[src/rtl/tmf_pkg.sv]
`default_nettype none
package tmf_pkg;

	typedef enum logic [1:0] {
		OP_EDGE   = 2'd0,
		OP_RECENT = 2'd1,
		OP_MEDIAN = 2'd2,
		OP_CLEAR  = 2'd3
	} op_t;

	typedef enum logic [1:0] {
		REG_NOISE = 2'd0,
		REG_EPP   = 2'd1,
		REG_TPS   = 2'd2
	} reg_idx_t;

	typedef enum logic [3:0] {
		ST_CLEAR,
		ST_IDLE,
		ST_MED_BIT,
		ST_MED_READ,
		ST_MED_CNT,
		ST_MED_NEXT,
		ST_DIV_START,
		ST_DIV_WAIT,
		ST_OUT
	} state_t;

	localparam int PERIOD_W = 16;
	localparam int FREQ_W   = 20;
	localparam int EPP_W    = 4;

	localparam logic [PERIOD_W-1:0] NOISE_RST = 16'd200;
	localparam logic [EPP_W-1:0]    EPP_RST   = 4'd6;
	localparam logic [FREQ_W-1:0]   TPS_RST   = 20'd250000;

	typedef struct packed {
		logic                start;
		logic [FREQ_W-1:0]   dividend;
		logic [PERIOD_W:0]   divisor;
	} div_req_t;

endpackage
`default_nettype wire

[src/rtl/tachometer_median_filter_unit.sv]
// channel | direction | signals
// in      | input     | in_valid, in_ready, op, timer_value
// out     | output    | out_valid, out_ready, from_median, frequency
// cfg     | input     | cfg_valid, cfg_ready, cfg_index, cfg_data
// An edge or clear is handled in the idle state; a recent read goes through a start state,
// the 20-step divider and an output state before its beat is put out (a zero period skips the divider).
// A median read (when a recent period is held) ranks the ring one bit per pass: 16 passes per
// middle value, two middle values for an even depth, then the divide.
// After reset a clearing pass zeroes every entry of the sample memory.
// A waiting result holds the unit in its output state; edges, clears and reads all wait.
`default_nettype none
module tachometer_median_filter_unit #(
	parameter int SAMPLE_DEPTH = 128
) (
	input  wire logic        clk,
	input  wire logic        arst_n,
	input  wire logic        in_valid,
	output logic             in_ready,
	input  wire logic [1:0]  op,
	input  wire logic [15:0] timer_value,
	output logic             out_valid,
	input  wire logic        out_ready,
	output logic             from_median,
	output logic [19:0]      frequency,
	input  wire logic        cfg_valid,
	output logic             cfg_ready,
	input  wire logic [1:0]  cfg_index,
	input  wire logic [19:0] cfg_data
);

	localparam int AW = (SAMPLE_DEPTH > 1) ? $clog2(SAMPLE_DEPTH) : 1;
	localparam int CW = $clog2(SAMPLE_DEPTH + 1);
	localparam int PW = tmf_pkg::PERIOD_W;
	localparam int RANK_LO = (SAMPLE_DEPTH - 1) / 2;
	localparam int RANK_HI = SAMPLE_DEPTH / 2;
	localparam bit EVEN = (SAMPLE_DEPTH % 2) == 0;

	logic [PW-1:0] mem [SAMPLE_DEPTH];
	logic [PW-1:0] rd_data_q;

	tmf_pkg::state_t state_q, state_d;

	logic [PW-1:0]  noise_q;
	logic [3:0]     epp_q;
	logic [19:0]    tps_q;
	logic [3:0]     edge_cnt_q;
	logic [PW-1:0]  start_q;
	logic [PW-1:0]  recent_q;
	logic [AW-1:0]  widx_q;
	logic [AW-1:0]  addr_q;
	logic [CW-1:0]  k_q;
	logic [CW-1:0]  zeros_q;
	logic [PW-1:0]  prefix_q;
	logic [3:0]     bit_q;
	logic           second_q;
	logic [PW-1:0]  lo_val_q;
	logic [PW:0]    period_q;
	logic           med_q;
	logic           med_out_q;
	logic           out_valid_q;
	logic [19:0]    freq_q;

	logic           mem_we;
	logic [AW-1:0]  mem_wa;
	logic [PW-1:0]  mem_wd;
	logic [AW-1:0]  mem_ra;
	logic           match;
	tmf_pkg::div_req_t div_req;
	logic           div_busy;
	logic [19:0]    div_quo;
	logic [4:0]     cnt_inc;
	logic [3:0]     epp_eff;
	logic [PW-1:0]  period_new;
	logic [PW-1:0]  cand;
	logic           out_load;

	always_ff @(posedge clk) begin
		if (mem_we) begin
			mem[mem_wa] <= mem_wd;
		end
		rd_data_q <= mem[mem_ra];
	end

	assign mem_ra = addr_q;

	tmf_divider u_div (
		.clk      (clk),
		.arst_n   (arst_n),
		.req      (div_req),
		.busy     (div_busy),
		.quotient (div_quo)
	);

	assign in_ready  = (state_q == tmf_pkg::ST_IDLE);
	assign cfg_ready = 1'b1;
	assign out_valid = out_valid_q;
	assign from_median = med_out_q;
	assign frequency   = freq_q;
	assign out_load    = (state_q == tmf_pkg::ST_OUT) && (!out_valid_q || out_ready);

	assign epp_eff    = (epp_q == '0) ? 4'd1 : epp_q;
	assign cnt_inc    = {1'b0, edge_cnt_q} + 5'd1;
	assign period_new = timer_value - start_q;

	// candidate prefix with current bit cleared: count entries whose top bits match
	always_comb begin
		logic [PW-1:0] mask;
		mask  = ~((PW'(1) << bit_q) - PW'(1));
		cand  = prefix_q;
		match = ((rd_data_q ^ prefix_q) & mask) == '0;
	end

	always_comb begin
		state_d        = state_q;
		mem_we         = 1'b0;
		mem_wa         = widx_q;
		mem_wd         = period_new;
		div_req.start    = 1'b0;
		div_req.dividend = tps_q;
		div_req.divisor  = period_q;
		case (state_q)
			tmf_pkg::ST_CLEAR: begin
				mem_we = 1'b1;
				mem_wa = addr_q;
				mem_wd = '0;
				if (addr_q == AW'(SAMPLE_DEPTH - 1)) begin
					state_d = tmf_pkg::ST_IDLE;
				end
			end
			tmf_pkg::ST_IDLE: begin
				if (in_valid && in_ready) begin
					case (tmf_pkg::op_t'(op))
						tmf_pkg::OP_EDGE: begin
							if (edge_cnt_q != '0 && cnt_inc >= {1'b0, epp_eff} + 5'd1
									&& period_new > noise_q) begin
								mem_we = 1'b1;
							end
						end
						tmf_pkg::OP_RECENT: state_d = tmf_pkg::ST_DIV_START;
						tmf_pkg::OP_MEDIAN: state_d = (recent_q == '0) ?
							tmf_pkg::ST_DIV_START : tmf_pkg::ST_MED_BIT;
						default: ;
					endcase
				end
			end
			tmf_pkg::ST_MED_BIT:  state_d = tmf_pkg::ST_MED_READ;
			tmf_pkg::ST_MED_READ: state_d = tmf_pkg::ST_MED_CNT;
			tmf_pkg::ST_MED_CNT: begin
				if (addr_q == '0) begin
					state_d = tmf_pkg::ST_MED_NEXT;
				end
			end
			tmf_pkg::ST_MED_NEXT: begin
				if (bit_q != '0) begin
					state_d = tmf_pkg::ST_MED_BIT;
				end else if (EVEN && !second_q) begin
					state_d = tmf_pkg::ST_MED_BIT;
				end else begin
					state_d = tmf_pkg::ST_DIV_START;
				end
			end
			tmf_pkg::ST_DIV_START: begin
				div_req.start = (period_q != '0);
				state_d = (period_q != '0) ? tmf_pkg::ST_DIV_WAIT : tmf_pkg::ST_OUT;
			end
			tmf_pkg::ST_DIV_WAIT: begin
				if (!div_busy) begin
					state_d = tmf_pkg::ST_OUT;
				end
			end
			tmf_pkg::ST_OUT: begin
				if (!out_valid_q || out_ready) begin
					state_d = tmf_pkg::ST_IDLE;
				end
			end
			default: state_d = tmf_pkg::ST_IDLE;
		endcase
	end

	always_ff @(posedge clk or negedge arst_n) begin
		if (!arst_n) begin
			state_q     <= tmf_pkg::ST_CLEAR;
			noise_q     <= tmf_pkg::NOISE_RST;
			epp_q       <= tmf_pkg::EPP_RST;
			tps_q       <= tmf_pkg::TPS_RST;
			edge_cnt_q  <= '0;
			start_q     <= '0;
			recent_q    <= '0;
			widx_q      <= '0;
			addr_q      <= '0;
			out_valid_q <= 1'b0;
		end else begin
			state_q <= state_d;
			if (cfg_valid) begin
				case (tmf_pkg::reg_idx_t'(cfg_index))
					tmf_pkg::REG_NOISE: noise_q <= cfg_data[PW-1:0];
					tmf_pkg::REG_EPP:   epp_q   <= cfg_data[3:0];
					tmf_pkg::REG_TPS:   tps_q   <= cfg_data;
					default: ;
				endcase
			end
			if (out_load) begin
				out_valid_q <= 1'b1;
			end else if (out_valid_q && out_ready) begin
				out_valid_q <= 1'b0;
			end
			case (state_q)
				tmf_pkg::ST_CLEAR: begin
					addr_q <= (addr_q == AW'(SAMPLE_DEPTH - 1)) ? '0 : addr_q + 1'b1;
				end
				tmf_pkg::ST_IDLE: begin
					if (in_valid && in_ready) begin
						case (tmf_pkg::op_t'(op))
							tmf_pkg::OP_EDGE: begin
								if (edge_cnt_q == '0) begin
									start_q    <= timer_value;
									edge_cnt_q <= 4'd1;
								end else if (cnt_inc >= {1'b0, epp_eff} + 5'd1) begin
									if (period_new > noise_q) begin
										recent_q <= period_new;
										widx_q <= (widx_q == AW'(SAMPLE_DEPTH - 1)) ?
											'0 : widx_q + 1'b1;
									end
									edge_cnt_q <= '0;
								end else begin
									edge_cnt_q <= cnt_inc[3:0];
								end
							end
							tmf_pkg::OP_CLEAR: recent_q <= '0;
							default: ;
						endcase
					end
				end
				tmf_pkg::ST_MED_BIT,
				tmf_pkg::ST_MED_READ: addr_q <= addr_q + 1'b1;
				tmf_pkg::ST_MED_CNT: begin
					addr_q <= (addr_q == AW'(SAMPLE_DEPTH - 1) || addr_q == '0) ?
						'0 : addr_q + 1'b1;
				end
				default: ;
			endcase
		end
	end

	// rank search: at each bit, count matching entries with that bit clear
	always_ff @(posedge clk) begin
		case (state_q)
			tmf_pkg::ST_IDLE: begin
				if (in_valid && in_ready) begin
					med_q    <= (op == tmf_pkg::OP_MEDIAN);
					period_q <= {1'b0, recent_q};
					prefix_q <= '0;
					bit_q    <= 4'(PW - 1);
					k_q      <= CW'(RANK_LO);
					second_q <= 1'b0;
					zeros_q  <= '0;
				end
			end
			tmf_pkg::ST_MED_BIT: zeros_q <= '0;
			tmf_pkg::ST_MED_READ,
			tmf_pkg::ST_MED_CNT: begin
				if (match && !rd_data_q[bit_q]) begin
					zeros_q <= zeros_q + 1'b1;
				end
			end
			tmf_pkg::ST_MED_NEXT: begin
				if (bit_q == '0 && EVEN && !second_q) begin
					second_q <= 1'b1;
					lo_val_q <= (k_q >= zeros_q) ? (cand | PW'(1)) : cand;
					prefix_q <= '0;
					bit_q    <= 4'(PW - 1);
					k_q      <= CW'(RANK_HI);
				end else begin
					if (k_q >= zeros_q) begin
						prefix_q[bit_q] <= 1'b1;
						k_q <= k_q - zeros_q;
					end
					if (bit_q != '0) begin
						bit_q <= bit_q - 1'b1;
					end
				end
			end
			default: ;
		endcase
		if (out_load) begin
			med_out_q <= med_q;
			freq_q    <= (period_q == '0) ? '0 : div_quo;
		end
		if (state_q == tmf_pkg::ST_MED_NEXT && bit_q == '0 && (!EVEN || second_q)) begin
			if (EVEN) begin
				period_q <= ({1'b0, lo_val_q} +
					{1'b0, (k_q >= zeros_q) ? (cand | PW'(1)) : cand}) >> 1;
			end else begin
				period_q <= {1'b0, (k_q >= zeros_q) ? (cand | PW'(1)) : cand};
			end
		end
	end

endmodule
`default_nettype wire

[src/rtl/tmf_divider.sv]
`default_nettype none
module tmf_divider (
	input  wire logic                               clk,
	input  wire logic                               arst_n,
	input  wire tmf_pkg::div_req_t                  req,
	output logic                                    busy,
	output logic [tmf_pkg::FREQ_W-1:0]              quotient
);

	localparam int DW = tmf_pkg::FREQ_W;
	localparam int VW = tmf_pkg::PERIOD_W + 1;
	localparam int CW = $clog2(DW + 1);

	logic [DW-1:0] quo_q;
	logic [VW:0]   rem_q;
	logic [VW-1:0] dvs_q;
	logic [CW-1:0] cnt_q;
	logic [VW:0]   trial;

	assign trial = {rem_q[VW-1:0], quo_q[DW-1]} - {1'b0, dvs_q};

	always_ff @(posedge clk or negedge arst_n) begin
		if (!arst_n) begin
			cnt_q <= '0;
		end else if (req.start) begin
			cnt_q <= CW'(DW);
		end else if (cnt_q != '0) begin
			cnt_q <= cnt_q - 1'b1;
		end
	end

	always_ff @(posedge clk) begin
		if (req.start) begin
			quo_q <= req.dividend;
			rem_q <= '0;
			dvs_q <= req.divisor;
		end else if (cnt_q != '0) begin
			if (!trial[VW]) begin
				rem_q <= trial;
				quo_q <= {quo_q[DW-2:0], 1'b1};
			end else begin
				rem_q <= {rem_q[VW-1:0], quo_q[DW-1]};
				quo_q <= {quo_q[DW-2:0], 1'b0};
			end
		end
	end

	assign busy     = (cnt_q != '0);
	assign quotient = quo_q;

endmodule
`default_nettype wire
[config.mk]
export PLATFORM = sky130hd
export DESIGN_NAME = tachometer_median_filter_unit
export DESIGN_NICKNAME = d
export VERILOG_FILES = /design/src/rtl/tmf_pkg.sv /design/src/rtl/tachometer_median_filter_unit.sv /design/src/rtl/tmf_divider.sv
export SDC_FILE = /design/constraint.sdc
export NUM_CORES = 2
export LEC_CHECK = 0
export BUFFER_PORTS_ARGS = -buffer_cell sky130_fd_sc_hd__buf_2
export CORE_ASPECT_RATIO = 0.5
export CORE_UTILIZATION = 45
export CTS_BUF_LIST = sky130_fd_sc_hd__clkbuf_2 sky130_fd_sc_hd__clkbuf_4 sky130_fd_sc_hd__clkbuf_8
export CTS_CLUSTER_SIZE = 8
export DETAILED_ROUTE_END_ITERATION = 8
export GPL_TIMING_DRIVEN = 0
export PLACE_DENSITY_LB_ADDON = 0.2
export SYNTH_ARGS = -nofsm -noshare
export SYNTH_HDL_FRONTEND = slang
export SYNTH_SLANG_ARGS = --single-unit
export TNS_END_PERCENT = 20
[constraint.sdc]
create_clock -name clk -period 7.1 [get_ports clk]
set_input_delay 0.71 -clock clk [delete_from_list [all_inputs] [get_ports clk]]
set_output_delay 0.71 -clock clk [all_outputs]
set_load 0.05 [all_outputs]
==> flow_summary.toml <==
[run_status]
outcome = "finished with violations"
violations = "max-capacitance violations, max-slew violations"

[clocking]
clk_latency_ns = 0.98
h-tree-depth = 5
cts_buffers = 347
clock-sinks = 2308
tritoncts = "done"
cts.repair.resized = 0
root_buffer = "clkbuf_8"
clk_pin_slew_ns = 0.07
clockBufferDepth = 4

[die]
die_y_um = 323.2
num_rows = 117
design.core.area_sq_um = 204200
ios = 69
die_area_sq_um = 208300
dieWidth_um = 644.4
initial_core_util_pct = 45.47

[power]
p_total_mw = 26.12
peakVddDrop_mv = 0.1341
powerDensity_nw_per_um2 = 245.1
leakage_nw = 34.33

[place]
dpl.cell_count = 7575
portBuffers = 67
preCtsSetupSlack_ns = 0.3606
dp_hpwl_mm = 182.4
gp_congestion = 0.9502

[sta]
rsz0062_at_grt = "false"
period_needed_ns = 6.536
relSlewSlack_pct = -3.303
finalCritPeriodShare_pct = 92.06
finalClockSkew_ns = 0.06758
hold_viol_final = 0
setup_tns_ns = 0
worstMarginPinSlew_ns = 1.550
maxSlewViolCount = 11
setup_viol = 0
worst_slack_ns = 0.5637
fmax_mhz = 153.0

[critical_path]
cpPeakStageDelay_ns = 1.16
cp-end-kind = "flip-flop"
crit_path_start_kind = "flip-flop"
path_class = "flip-flop to flip-flop"
r2r_slack_ns = 0.56
arrival_ns = 7.16
required_ns = 7.73
crit_slowest_cell = "clkbuf_1"
crit_chain = "clkbuf_1 -> clkbuf_1 -> clkbuf_1 -> buf_1 -> nand3b_1 -> o21ai_1 -> nand2_1 -> nor2_2 -> buf_8"
cpMostUsedCell = "clkbuf_1"
critPathMaxFanout = 10

[drt]
routed_wirelength_mm = 261.4
ant_nets = 0
dr.pass1.iters = 6
vias = 49760
drc = 0
detail_route.vias_per_cell = 6.154
wire_per_inst_um = 32.33
drt_iter0_drc = 6767

[cells_and_area]
multiInputGateArea_sq_um = 23470
drive_above_1_share_pct = 31.92
ff_latch_area_sq_um = 68490
fin_nets = 5342
final_util_pct = 52.20
final_cell_mix = "edfxtp_1 (2175), mux4_2 (645), clkbuf_8 (358)"
final_common_cell = "edfxtp_1"
fillers = 15910
area_growth_pct = 14.80
final_cell_count_no_fill = 8086

[yosys]
synth.distinct_cells = 78
synth_edf_count = 2175
yosys_warnings = 0
synth.yosys.seq_area_share_pct = 73.77
syn_avg_cell_area_sq_um = 20.21
async_flop_share_pct = 4.333
syn_area_sq_um = 92850
syn-instance-count = 4595
ys_ff_latch = 2308
yosys-top-cells-area = "edfxtp_1 (70%), mux4_2 (16%), dfrtp_1 (2.4%), ha_1 (1.2%), nor2_1 (1.0%)"
syn_nets = 4734
synth_flop_cell = "edfxtp_1"
yosysTopAreaCellShare_pct = 70.34
synth_area_leader_cell = "edfxtp_1"

[global_route]
overflow = 0
grt_pass1_vias = 49130
grt_pass1_wl_mm = 366.3
grt_max_degree = 57
antenna_found_initial = 15
grt_use_total_pct = 25.06

[job]
drv_cap = 3

[min_path]
hold_class = "input port to flip-flop"
## critical path, delay by kind of cell, from the launching register on
kind | cells | cell delay, ns
AND/OR/NAND/NOR | 3 | 1.20
buffers and inverters | 5 | 3.92
flip-flops | 1 | 0.33
AO/OA/AOI/OAI | 1 | 0.71
## power by group
part           switching, mW  internal, mW
clock network           4.97          5.19
registers             0.0236          15.1
logic                  0.585         0.210
total                   5.58          20.5
## synthesized netlist by cell type, types with 7 or more instances
library cell and n:
and2_1 26, a221oi_1 12, nand2_1 198, buf_1 27
dfxtp_1 33, edfxtp_1 2175, xnor2_1 41, mux2_2 69
a31oi_1 14, o22ai_1 14, dfrtp_1 88, o2111ai_1 7
mux2i_1 46, dfstp_2 12, and3_1 8, nand4_1 15
nand3_1 41, nor2b_1 18, buf_4 7, clkbuf_1 114
xor2_1 41, o21ai_0 120, nand2b_1 27, ha_1 90
o211ai_1 10, nand3b_1 7, buf_2 71, nor3b_1 8
nor4_1 15, a21oi_1 84, a21o_1 19, nor3_1 23
mux4_2 645, a211oi_1 12, inv_1 98, nor2_1 247
o21a_1 13
## kinds of logic after synthesis
kind of cell               count (synthesis)  share of synthesized area [%]
buffers and inverters                    326                          1.492
adders and majority gates                 94                          1.299
other                                      1                       0.004039
and+or+nand+nor                          659                          3.213
xor gates and xnor gates                  83                         0.7910
muxes                                    760                          16.98
AOI/OAI and AO/OA                        364                          2.458
DFF                                     2308                          73.77
## stage by stage
stage / hold WS, ns / instance area (sq um)
after floorplan: 0.4003 / 92850
after global routing: 0.03448 / 106600
after detailed placement: 0.4307 / 100400
after global placement: 0.4221 / 96610
final: 0.05720 / 106600
after CTS: 0.001709 / 106500
## registers in the layout, indices dropped and copies added (netlist names), 5 cells and up
name / flops
noise_q: 16
cand: 16
u_div.quotient: 20
u_div.dvs_q: 16
period_q: 16
u_div.cnt_q: 5
addr_q: 7
u_div.rem_q: 17
recent_q: 16
zeros_q: 8
widx_q: 7
k_q: 8
start_q: 16
frequency: 20
tps_q: 20
lo_val_q: 16
mem: 2048
rd_data_q: 16
## cell type report
class	count	share of cell area, %
buffer	226	0.9519
clock inverter	32	0.2571
multi-input combinational	1961	22.01
inverter	100	0.3521
tap	2737	3.213
antenna	2	0.004695
sequential	2308	64.25
clock buffer	461	5.348
timing repair buffer	259	3.607
## final timing paths
path	startpoint	depth (start not counted)	end
worst min-delay path	cfg_data[12]	3	noise_q[12]$_DFFE_PN0P_
worst min register to register	med_q$_DFFE_PP_	0	from_median$_DFFE_PP_
min in group asynchronous	arst_n	2	widx_q[2]$_DFFE_PN0P_
max in group asynchronous	arst_n	3	tps_q[17]$_DFFE_PN1P_
worst max register to register	addr_q[3]$_DFFE_PN0P_	9	mem[109][0]$_DFFE_PP_
worst max-delay path	addr_q[3]$_DFFE_PN0P_	9	mem[109][0]$_DFFE_PP_
## metal layers
metal / part of all wire [%] / vias up / global-route usage, % / routed length, um
met5: 0.010 / - / 0 / 27
met4: 2.8 / 4 / 7.355 / 7379
met3: 11 / 405 / 6.709 / 28020
met2: 45 / 2753 / 38.02 / 118100
met1: 41 / 26650 / 35.86 / 107900
li1: - / 19960 / - / -
## timing repair
item | in CTS | in global routing
hold endpoints to repair | 57 | 0
hold buffers | 13 | 0
setup buffers | 0 | 0
No activity file was read; power rests on OpenSTA's default activity.
